`config.mk`:
```
export PLATFORM = sky130hd
export DESIGN_NAME = shape_overlap_test_2d
export DESIGN_NICKNAME = d
export VERILOG_FILES = /design/src/rtl/sotd_pkg.sv /design/src/rtl/sotd_diff.sv /design/src/rtl/sotd_sel.sv /design/src/rtl/sotd_sq.sv /design/src/rtl/shape_overlap_test_2d.sv
export VERILOG_INCLUDE_DIRS = /design/src /design/src/rtl
export SDC_FILE = /design/constraint.sdc
export NUM_CORES = 2
export LEC_CHECK = 0
export BUFFER_PORTS_ARGS = -buffer_cell sky130_fd_sc_hd__buf_2
export CORE_MARGIN = 2
export CORE_UTILIZATION = 50
export CTS_CLUSTER_SIZE = 20
export DETAILED_ROUTE_END_ITERATION = 8
export GPL_TIMING_DRIVEN = 0
export PLACE_DENSITY = 0.64
export SETUP_SLACK_MARGIN = 0.02
export SLEW_MARGIN = 10
export SYNTH_ARGS = -nofsm -noshare
export SYNTH_HDL_FRONTEND = slang
export SYNTH_SLANG_ARGS = --single-unit
```
`constraint.sdc`:
```
create_clock -name clk -period 14.15 [get_ports clk]
set_clock_uncertainty 0.2 [all_clocks]
set_input_delay 3.5375 -clock clk [delete_from_list [all_inputs] [get_ports clk]]
set_output_delay 3.5375 -clock clk [all_outputs]
set_load 0.02 [all_outputs]
```
`src/rtl/shape_overlap_test_2d_defines.svh`:
```
// assertion macros for the shape overlap test block
// used by shape_overlap_test_2d; expects clk and arst_n in scope
`ifndef SHAPE_OVERLAP_TEST_2D_DEFINES_SVH
`define SHAPE_OVERLAP_TEST_2D_DEFINES_SVH

// same-cycle implication, checked outside reset
`define SOTD_ASSERT_NOW(lbl, ante, cons, msg) \
	lbl: assert property (@(posedge clk) disable iff (!arst_n) (ante) |-> (cons)) \
		else $error(msg);

// next-cycle implication, checked outside reset
`define SOTD_ASSERT_NEXT(lbl, ante, cons, msg) \
	lbl: assert property (@(posedge clk) disable iff (!arst_n) (ante) |=> (cons)) \
		else $error(msg);

`endif

```
`src/rtl/sotd_pkg.sv`:
```
// shared types for the shape overlap test pipeline
// no dependencies
package sotd_pkg;

	// shape pair selector carried on tuser
	typedef enum logic [1:0] {
		MODE_RR = 2'd0,  // rect - rect
		MODE_CC = 2'd1,  // circle - circle
		MODE_RC = 2'd2,  // rect (left) - circle (right)
		MODE_CR = 2'd3   // circle (left) - rect (right)
	} mode_t;

endpackage

```
`src/rtl/sotd_diff.sv`:
```
// stage 1: centre distance magnitudes, size sums and shape role selection
// depends on sotd_pkg
module sotd_diff import sotd_pkg::*; #(
	parameter int COORD_BITS = 24
) (
	input  logic                         clk,
	input  logic                         adv,
	input  mode_t                        mode,
	input  logic signed [COORD_BITS-1:0] left_x,
	input  logic signed [COORD_BITS-1:0] left_y,
	input  logic        [COORD_BITS-2:0] left_w,
	input  logic        [COORD_BITS-2:0] left_h,
	input  logic signed [COORD_BITS-1:0] right_x,
	input  logic signed [COORD_BITS-1:0] right_y,
	input  logic        [COORD_BITS-2:0] right_w,
	input  logic        [COORD_BITS-2:0] right_h,
	output mode_t                        mode_s1,
	output logic        [COORD_BITS-1:0] ax_s1,
	output logic        [COORD_BITS-1:0] ay_s1,
	output logic        [COORD_BITS-1:0] sw_s1,
	output logic        [COORD_BITS-1:0] sh_s1,
	output logic        [COORD_BITS-2:0] rw_s1,
	output logic        [COORD_BITS-2:0] rh_s1,
	output logic        [COORD_BITS-2:0] dm_s1
);

	localparam int W = COORD_BITS;

	logic signed [W:0]   dx, dy;
	logic        [W:0]   ndx, ndy;
	logic        [W-1:0] ax, ay;
	logic                rect_left;

	assign dx  = {left_x[W-1], left_x} - {right_x[W-1], right_x};
	assign dy  = {left_y[W-1], left_y} - {right_y[W-1], right_y};
	assign ndx = -dx;
	assign ndy = -dy;
	// magnitude of a difference of two W-bit values fits in W bits
	assign ax  = dx[W] ? ndx[W-1:0] : dx[W-1:0];
	assign ay  = dy[W] ? ndy[W-1:0] : dy[W-1:0];

	assign rect_left = (mode == MODE_RC);

	always_ff @(posedge clk) begin
		if (adv) begin
			mode_s1 <= mode;
			ax_s1   <= ax;
			ay_s1   <= ay;
			sw_s1   <= {1'b0, left_w} + {1'b0, right_w};
			sh_s1   <= {1'b0, left_h} + {1'b0, right_h};
			rw_s1   <= rect_left ? left_w  : right_w;
			rh_s1   <= rect_left ? left_h  : right_h;
			dm_s1   <= rect_left ? right_w : left_w;
		end
	end

endmodule

```
`src/rtl/sotd_sel.sv`:
```
// stage 2: inclusive box compares and choice of the circle test operands
// depends on sotd_pkg
module sotd_sel import sotd_pkg::*; #(
	parameter int COORD_BITS = 24
) (
	input  logic                  clk,
	input  logic                  adv,
	input  mode_t                 mode_s1,
	input  logic [COORD_BITS-1:0] ax_s1,
	input  logic [COORD_BITS-1:0] ay_s1,
	input  logic [COORD_BITS-1:0] sw_s1,
	input  logic [COORD_BITS-1:0] sh_s1,
	input  logic [COORD_BITS-2:0] rw_s1,
	input  logic [COORD_BITS-2:0] rh_s1,
	input  logic [COORD_BITS-2:0] dm_s1,
	output logic                  box_s2,
	output logic [COORD_BITS:0]   a_s2,
	output logic [COORD_BITS:0]   b_s2,
	output logic [COORD_BITS-1:0] lim_s2
);

	localparam int W = COORD_BITS;

	logic [W:0]   ap, aq;
	logic [W-1:0] rw_d, rh_d;
	logic [W+1:0] ex, ey, nex, ney;
	logic [W:0]   cx, cy;
	logic         rr_box, cr_box;
	logic         box;
	logic [W:0]   a, b;
	logic [W-1:0] lim;

	// doubled centre offsets keep every half-size compare exact
	assign ap = {ax_s1, 1'b0};
	assign aq = {ay_s1, 1'b0};

	assign rw_d = {1'b0, rw_s1} + {1'b0, dm_s1};
	assign rh_d = {1'b0, rh_s1} + {1'b0, dm_s1};

	assign rr_box = (ap <= {1'b0, sw_s1}) && (aq <= {1'b0, sh_s1});
	assign cr_box = ((ap <= {1'b0, rw_d}) && (aq <= {2'b00, rh_s1})) ||
	                ((ap <= {2'b00, rw_s1}) && (aq <= {1'b0, rh_d}));

	// distance from the nearest corner, per axis
	assign ex  = {1'b0, ap} - {3'b000, rw_s1};
	assign ey  = {1'b0, aq} - {3'b000, rh_s1};
	assign nex = -ex;
	assign ney = -ey;
	assign cx  = ex[W+1] ? nex[W:0] : ex[W:0];
	assign cy  = ey[W+1] ? ney[W:0] : ey[W:0];

	always_comb begin
		unique case (mode_s1)
			MODE_RR: begin
				box = rr_box;
				a   = ap;
				b   = aq;
				lim = '0;
			end
			MODE_CC: begin
				box = 1'b0;
				a   = ap;
				b   = aq;
				lim = sw_s1;
			end
			default: begin
				box = cr_box;
				a   = cx;
				b   = cy;
				lim = {1'b0, dm_s1};
			end
		endcase
	end

	always_ff @(posedge clk) begin
		if (adv) begin
			box_s2 <= box;
			a_s2   <= a;
			b_s2   <= b;
			lim_s2 <= lim;
		end
	end

endmodule

```
`src/rtl/sotd_sq.sv`:
```
// stage 3: three parallel squarers for the circle distance test
// depends on sotd_pkg
module sotd_sq import sotd_pkg::*; #(
	parameter int COORD_BITS = 24
) (
	input  logic                      clk,
	input  logic                      adv,
	input  logic                      box_s2,
	input  logic [COORD_BITS:0]       a_s2,
	input  logic [COORD_BITS:0]       b_s2,
	input  logic [COORD_BITS-1:0]     lim_s2,
	output logic                      box_s3,
	output logic [2*COORD_BITS+1:0]   asq_s3,
	output logic [2*COORD_BITS+1:0]   bsq_s3,
	output logic [2*COORD_BITS-1:0]   lsq_s3
);

	localparam int W = COORD_BITS;

	logic [2*W+1:0] a_x, b_x;
	logic [2*W-1:0] l_x;

	assign a_x = {{(W+1){1'b0}}, a_s2};
	assign b_x = {{(W+1){1'b0}}, b_s2};
	assign l_x = {{W{1'b0}}, lim_s2};

	always_ff @(posedge clk) begin
		if (adv) begin
			box_s3 <= box_s2;
			asq_s3 <= a_x * a_x;
			bsq_s3 <= b_x * b_x;
			lsq_s3 <= l_x * l_x;
		end
	end

endmodule

```
`src/rtl/shape_overlap_test_2d.sv`:
```
// top level of the 2-d shape overlap test: stream ports, valid/ready chain, final compare
// depends on sotd_pkg, sotd_diff, sotd_sel, sotd_sq and shape_overlap_test_2d_defines.svh
//
// one shape pair enters per transaction and yields exactly one hit transaction. the pair is
// selected by s_tuser: rect-rect, circle-circle, rect-circle or circle-rect, with centres
// in signed q16.8 and full sizes in unsigned q15.8 (y grows downward, a circle uses its
// width as diameter). rect overlap and the widened/heightened rect tests are inclusive;
// circle tests are strict and compare squared distances against squared radii, exactly,
// on doubled coordinates. the datapath is a four-stage pipeline (distance and size sums,
// box compares and operand choice, squarers, sum and compare) that accepts a new pair
// every clock while m_tready is high; each pair passes through the stage 1 to 4 registers
// in order, and stage 4 drives m_tvalid and m_tdata. each stage holds its own valid bit
// and only stalls when the stage after it is full, so bubbles close up under back-pressure
// and nothing is dropped or repeated. the squarer stage, at about (COORD_BITS+1) x
// (COORD_BITS+1) bits, sets the clock period. no state carries between pairs.
`include "shape_overlap_test_2d_defines.svh"

module shape_overlap_test_2d import sotd_pkg::*; #(
	parameter int COORD_BITS = 24
) (
	input  logic                                   clk,
	input  logic                                   arst_n,
	// input stream
	input  logic                                   s_tvalid,
	output logic                                   s_tready,
	// fields, lsb first: left_x, left_y, left_w, left_h, right_x, right_y, right_w, right_h
	input  logic [((8*COORD_BITS-4)+7)/8*8-1:0]    s_tdata,
	// fields, lsb first: mode
	input  logic [1:0]                             s_tuser,
	// result stream
	output logic                                   m_tvalid,
	input  logic                                   m_tready,
	// fields, lsb first: hit
	output logic [7:0]                             m_tdata
);

	localparam int W = COORD_BITS;

	// field offsets inside s_tdata
	localparam int LX_LO = 0;
	localparam int LY_LO = LX_LO + W;
	localparam int LW_LO = LY_LO + W;
	localparam int LH_LO = LW_LO + W - 1;
	localparam int RX_LO = LH_LO + W - 1;
	localparam int RY_LO = RX_LO + W;
	localparam int RW_LO = RY_LO + W;
	localparam int RH_LO = RW_LO + W - 1;

	// unpacked input fields
	mode_t               in_mode;
	logic signed [W-1:0] in_lx, in_ly, in_rx, in_ry;
	logic        [W-2:0] in_lw, in_lh, in_rw, in_rh;

	assign in_mode = mode_t'(s_tuser);
	assign in_lx   = s_tdata[LX_LO +: W];
	assign in_ly   = s_tdata[LY_LO +: W];
	assign in_lw   = s_tdata[LW_LO +: W-1];
	assign in_lh   = s_tdata[LH_LO +: W-1];
	assign in_rx   = s_tdata[RX_LO +: W];
	assign in_ry   = s_tdata[RY_LO +: W];
	assign in_rw   = s_tdata[RW_LO +: W-1];
	assign in_rh   = s_tdata[RH_LO +: W-1];

	// per-stage valid bits and the ready chain; a stage loads when it is empty or its
	// successor is loading
	logic v_s1, v_s2, v_s3, v_s4;
	logic rdy1, rdy2, rdy3, rdy4;

	assign rdy4 = !v_s4 || m_tready;
	assign rdy3 = !v_s3 || rdy4;
	assign rdy2 = !v_s2 || rdy3;
	assign rdy1 = !v_s1 || rdy2;

	assign s_tready = rdy1;

	always_ff @(posedge clk or negedge arst_n) begin
		if (!arst_n) begin
			v_s1 <= 1'b0;
			v_s2 <= 1'b0;
			v_s3 <= 1'b0;
			v_s4 <= 1'b0;
		end else begin
			if (rdy1) v_s1 <= s_tvalid;
			if (rdy2) v_s2 <= v_s1;
			if (rdy3) v_s3 <= v_s2;
			if (rdy4) v_s4 <= v_s3;
		end
	end

	// stage 1: distances, sums and shape roles
	mode_t        mode_s1;
	logic [W-1:0] ax_s1, ay_s1, sw_s1, sh_s1;
	logic [W-2:0] rw_s1, rh_s1, dm_s1;

	sotd_diff #(.COORD_BITS(COORD_BITS)) u_diff (
		.clk     (clk),
		.adv     (rdy1),
		.mode    (in_mode),
		.left_x  (in_lx),
		.left_y  (in_ly),
		.left_w  (in_lw),
		.left_h  (in_lh),
		.right_x (in_rx),
		.right_y (in_ry),
		.right_w (in_rw),
		.right_h (in_rh),
		.mode_s1 (mode_s1),
		.ax_s1   (ax_s1),
		.ay_s1   (ay_s1),
		.sw_s1   (sw_s1),
		.sh_s1   (sh_s1),
		.rw_s1   (rw_s1),
		.rh_s1   (rh_s1),
		.dm_s1   (dm_s1)
	);

	// stage 2: box compares and circle operands
	logic         box_s2;
	logic [W:0]   a_s2, b_s2;
	logic [W-1:0] lim_s2;

	sotd_sel #(.COORD_BITS(COORD_BITS)) u_sel (
		.clk     (clk),
		.adv     (rdy2),
		.mode_s1 (mode_s1),
		.ax_s1   (ax_s1),
		.ay_s1   (ay_s1),
		.sw_s1   (sw_s1),
		.sh_s1   (sh_s1),
		.rw_s1   (rw_s1),
		.rh_s1   (rh_s1),
		.dm_s1   (dm_s1),
		.box_s2  (box_s2),
		.a_s2    (a_s2),
		.b_s2    (b_s2),
		.lim_s2  (lim_s2)
	);

	// stage 3: squares
	logic           box_s3;
	logic [2*W+1:0] asq_s3, bsq_s3;
	logic [2*W-1:0] lsq_s3;

	sotd_sq #(.COORD_BITS(COORD_BITS)) u_sq (
		.clk    (clk),
		.adv    (rdy3),
		.box_s2 (box_s2),
		.a_s2   (a_s2),
		.b_s2   (b_s2),
		.lim_s2 (lim_s2),
		.box_s3 (box_s3),
		.asq_s3 (asq_s3),
		.bsq_s3 (bsq_s3),
		.lsq_s3 (lsq_s3)
	);

	// stage 4: distance sum against squared limit, strict; this is the output register
	logic [2*W+2:0] dsq;
	logic           circ_hit;
	logic           hit_s4;

	assign dsq      = {1'b0, asq_s3} + {1'b0, bsq_s3};
	assign circ_hit = dsq < {3'b000, lsq_s3};

	always_ff @(posedge clk) begin
		if (rdy4) begin
			hit_s4 <= box_s3 || circ_hit;
		end
	end

	assign m_tvalid = v_s4;
	assign m_tdata  = {7'b0000000, hit_s4};

	// a free output side never blocks the input side
	`SOTD_ASSERT_NOW(a_no_block, m_tready, s_tready, "input stalled with output ready")
	// a stalled stage 3 keeps its item, asq_s3 and lsq_s3
	`SOTD_ASSERT_NEXT(a_s3_hold, v_s3 && !rdy3, v_s3 && $stable(asq_s3) && $stable(lsq_s3),
		"stage 3 lost data during stall")
	// a zero limit with no box hit can never report a hit
	`SOTD_ASSERT_NEXT(a_zero_lim, v_s3 && rdy4 && !box_s3 && (lsq_s3 == '0), !m_tdata[0],
		"hit reported with zero circle limit")

endmodule

```
* Word-level counts from Yosys, hierarchy flattened
Index checks and enable logic that the tools add are counted.
Widths: inputs -> output; s select.
** Storage, ports and cells
- Output and inout port bits :: 10
- Register bits :: 396
- Input port bits :: 198
** Cells by class
- Multipliers :: 3
- Multiplexer cells :: 11
- Order comparisons :: 7
- Reduce and logical (&&, ||, !) cells :: 15
- $add $sub $neg :: 13
- Equality and inequality tests :: 2
** Operators with widths (count)
- $le 25x24->1 :: 4
- $mul 25x25->50 :: 2
- $mux 25 :: 4
- $add 23x23->24 :: 4
- $mux 23 :: 3
- $sub 25x23->26 :: 2
- $add 50x50->51 :: 1
- $lt 51x48->1 :: 1
- $le 25x23->1 :: 2
- $neg 25->25 :: 2
- $sub 24x24->25 :: 2
- $mul 24x24->48 :: 1
- $mux 24 :: 2
- $neg 24->24 :: 2
- $pmux 24 s2 :: 1
- $logic_or 1x1->1 :: 6
- $logic_not 1->1 :: 4
- $logic_and 1x1->1 :: 3
- $eq 2x1->1 const B :: 1
- $eq 2x2->1 const B :: 1
- $logic_not 2->1 :: 1
- $pmux 1 s2 :: 1
- $reduce_or 2->1 :: 1

* Logic depth before layout (Yosys ltp)
- Depth in word-level cells :: 5
- Gate-level depth with buffers :: 30

* Modules after synthesis
Synthesis repeated with hierarchy kept, for this count alone.
** Unflattened totals
- Cell total of the unflattened synthesis :: 9158
- Area total of the unflattened synthesis :: 84372.2 µm²
** Modules (own cells, without submodules)
- sotd_sq :: cells an instance 5949, area an instance 56286.5 µm², seq. area each 4384.2 µm², instances 1
- sotd_diff :: cells an instance 1140, area an instance 12004.0 µm², seq. area each 5014.8 µm², instances 1
- sotd_sel :: cells an instance 1494, area an instance 11886.4 µm², seq. area each 2252.2 µm², instances 1
- shape_overlap_test_2d :: cells an instance 575, area an instance 4195.3 µm², seq. area each 130.1 µm², instances 1

* Worst setup path before layout
No wires, ideal clock.
- Kind :: in2out
- Start point :: in m_tready
- End point :: out s_tready
- Path slack :: 1.902 ns
- Arrival :: 8.511 ns
- Stages on the path :: 2
- Required time :: 10.412 ns
- Cells stage by stage :: nor2b_1 nand4_1
** Between the ends
- Word-level cells in the longest chain between the ends :: 4
** RTL lines
- start: declaration :: line shape_overlap_test_2d.sv:32 : input logic m_tready,
- $logic_or 1x1->1 :: line shape_overlap_test_2d.sv:69 : assign rdy4 = !v_s4 || m_tready;
- $logic_or 1x1->1 :: line shape_overlap_test_2d.sv:70 : assign rdy3 = !v_s3 || rdy4;
- $logic_or 1x1->1 :: line shape_overlap_test_2d.sv:71 : assign rdy2 = !v_s2 || rdy3;
- $logic_or 1x1->1 :: line shape_overlap_test_2d.sv:72 : assign rdy1 = !v_s1 || rdy2;
- end: declaration :: line shape_overlap_test_2d.sv:25 : output logic s_tready,
No other way between the ends.

* Worst setup path after layout
- Start point :: reg u_sel.a_s2[2]
- End point :: reg u_sq.asq_s3[49] (data pin)
** Between the ends
- Word-level cells in the longest chain between the ends :: 1
** RTL lines
- start: declaration :: line sotd_sel.sv:17 : output logic [COORD_BITS:0] a_s2,
- start signal: assignment :: line sotd_sel.sv:78 : a_s2 <= a;
- $mul 25x25->50 :: line sotd_sq.sv:30 : asq_s3 <= a_x * a_x;
- end signal: assignment :: line sotd_sq.sv:30
- end: declaration :: line sotd_sq.sv:13 : output logic [2*COORD_BITS+1:0] asq_s3,
No other way between the ends.
A chain may end at the register's enable or synchronous reset.

==> flow_summary.toml <==
[grt]
grtUsageMet2 = 0.4653
grt_pass1_vias = 64550
grt_pass1_wl_um = 357200
antenna_found_initial = 12
grt_use_total = 0.2750
use_met3 = 0.03314
grt_overflow = 0
grt.busiest_layer = "met2"
use_met1 = 0.3612
grt_max_degree = 63

[placed_design]
io_buffer_count = 196
place_congestion = 0.9597
dp_hpwl_um = 192200

[yosys]
synth_top_family_by_area = "adder cells"
synth-edff-count = 389
ys_seq_elements = 393
synth-simple-area-share = 0.1157
synth_ff_type = "edfxtp_1"
synth_warnings = 0
syn-cell-area_um2 = 82000
syn_inst = 8795
ys_async_sr_fraction = 0.01018
synth_compound_area_frac = 0.09466
ys_types = 98
seq_area_frac_synth = 0.1437
avgSynthCellArea_um2 = 9.324
synthAdderAreaFrac = 0.4739
synth_xor_area_frac = 0.04678
synthMuxAreaShare = 0.01228

[timing]
fin_crit_ns = 10.34
worst_pin_slew_ns = 1.407
rsz0062_at_grt = "false"
fmax_mhz = 96.68
setup-violations-final = 0
slew_viol_final = 0
setup_tns_ns = 0
maxSlewHeadroom = 0.03778
final-hold-violation-count = 0
finalCritPeriodShare = 0.7310

[clock_network]
cts_buffers = 47
post-cts-setup-buffer-count = 0
cts_buffer_depth = 3
clock_sink_count = 393
root_buffer = "clkbuf_16"
htree_levels = 2
insertion_delay_ns = 0.65
cts_tree = "built"
clkTransAtPathRegs_ns = 0.06
holdBufCountCts = 0
ctsResizeCount = 0

[worst_hold_path]
hold_start = "v_s1"
worstHoldPathType = "reg -> reg"
worstHoldPathCells = 1
hold_end = "v_s2"

[setup_path]
critPathLaunchType = "register"
crit_type = "reg -> reg"
worstReg2RegStart = "u_sel.a_s2[2]"
worstPathRequired_ns = 14.37
rr_endpoint = "u_sq.asq_s3[49]"
cp_slowest_cell = "clkbuf_1"
slowest_delay_ns = 0.72
r2r.worst_path.cells = 29
worst_setup_path_end_kind = "register"
r2r_slack_ns = 3.81
critPathArrivalTime_ns = 10.56
worst_path_most_repeated_cell = "inv_1"
critPathMaxFanout = 10

[die]
core_um2 = 162800
die_x_um = 409.0
fp.dieH_um = 409.0
start_util = 0.5038
die_area_um2 = 167300
rows = 148
ioPinCount = 208

[job]
max-cap-violations = 0

[cells_and_area]
finalNetCount = 11550
final_common_cell = "inv_1"
layout_common_cells = "2224 x inv_1, 1363 x fa_1, 925 x ha_1, 684 x nand2_1, 389 x edfxtp_1"
area_growth_pct = 6.680
drive_gt1_frac = 0.04617
fillCellCount = 14950

[drt]
dr_total_vias = 60630
ant_nets = 0
drc = 0
routed_via_density = 5.376
dr.pass1.iters = 5
drtIter0Drc = 3795
wirelength_um = 225000
wire_per_inst_um = 19.95

[run_status]
status = "finished, final reports clean"
[area by class of cell]
cell class / instances / area, um^2 / share of cell area
Multi-Input combinational cell: 5956 / 61000 / 0.6973
Sequential cell: 393 / 11780 / 0.1347
Inverter: 2224 / 8348 / 0.09543
Tap cell: 2175 / 2721 / 0.03111
Clock buffer: 60 / 1246 / 0.01425
Timing Repair Buffer: 210 / 1195 / 0.01366
Buffer: 228 / 913.4 / 0.01044
Clock inverter: 25 / 256.5 / 0.002932
Antenna cell: 6 / 15.01 / 0.0001716
[logic make-up after synthesis]
group,after synthesis
other cells,1
mux,90
xor+xnor,438
simple gates,1943
compound gates,1190
flops,393
fa+ha+maj,2288
buf+inv,2452
[how the worst max path moves through the flow]
stage	endpoint	from
final	u_sq.asq_s3[49]	u_sel.a_s2[2]
after detailed placement	u_sq.asq_s3[42]	u_sel.a_s2[2]
after global placement	s_tready	m_tready
after CTS	u_sq.asq_s3[49]	u_sel.a_s2[2]
after floorplan	s_tready	m_tready
after global routing	u_sq.asq_s3[49]	u_sel.a_s2[2]
[sequential cells by signal (all words and copies together) (netlist names)]
| signal | flops |
|---|---|
| u_sq.asq_s3 | 49 |
| u_sq.bsq_s3 | 49 |
| u_sq.lsq_s3 | 47 |
| u_sel.a_s2 | 25 |
| u_sel.b_s2 | 25 |
| u_diff.ax_s1 | 24 |
| u_diff.ay_s1 | 24 |
| u_diff.sh_s1 | 24 |
| u_diff.sw_s1 | 24 |
| u_sel.lim_s2 | 24 |
| u_diff.dm_s1 | 23 |
| u_diff.rh_s1 | 23 |
| u_diff.rw_s1 | 23 |
| u_diff.mode_s1 | 2 |
| hit_s4 | 1 |
| m_tvalid | 1 |
| u_sel.box_s2 | 1 |
| u_sq.box_s3 | 1 |
| v_s1 | 1 |
| v_s2 | 1 |
| v_s3 | 1 |
[critical path, delay by kind of cell (launching register included)]
kind | cells | cell delay (ns)
adders and majority gates | 8 | 3.97
AOI/OAI and AO/OA | 7 | 2.20
buffers and inverters | 10 | 1.75
and+or+nand+nor | 4 | 1.33
DFF | 1 | 0.67
[cell usage after synthesis, types with 31 or more instances]
master,count,share of area
edfxtp_1,389,0.14
nor2b_1,69,0.0053
a31oi_1,31,0.0024
a211oi_1,37,0.0034
nand2b_1,64,0.0049
o21a_1,62,0.0057
clkbuf_1,208,0.0095
o21ai_0,204,0.012
nand4_1,53,0.0040
xor2_1,166,0.018
mux2_2,85,0.012
nor3_1,91,0.0056
nor2_1,345,0.016
and3_1,45,0.0034
xnor2_1,272,0.029
inv_1,2224,0.10
nand2_1,685,0.031
fa_1,1363,0.33
ha_1,925,0.14
and2_1,387,0.030
o21bai_1,40,0.0037
nand3_1,92,0.0056
a21oi_1,353,0.022
a21o_1,200,0.018
[through the flow]
step	instances	utilization	instance area (um^2)	worst slack [ns]	hold WS, ns
global placement	11170	0.5267	85730	-1.708	0.2460
global route	11270	0.5374	87470	3.447	0.3044
finish	11280	0.5375	87480	3.807	0.2755
detailed placement	11190	0.5281	85960	3.980	0.2571
floorplan	8801	-	82030	1.902	0.2003
CTS	11270	0.5374	87470	3.957	0.2727
[routing by layer]
metal | up-vias | routed length (um)
met2 | 1789 | 108100
met4 | 0 | 9963
met5 | - | 0
met1 | 30270 | 93440
li1 | 28170 | -
met3 | 399 | 13490
Power is left out: the tool's default activity adds up to more than one toggle a clock period on the data nets, which glitch-free logic cannot reach.
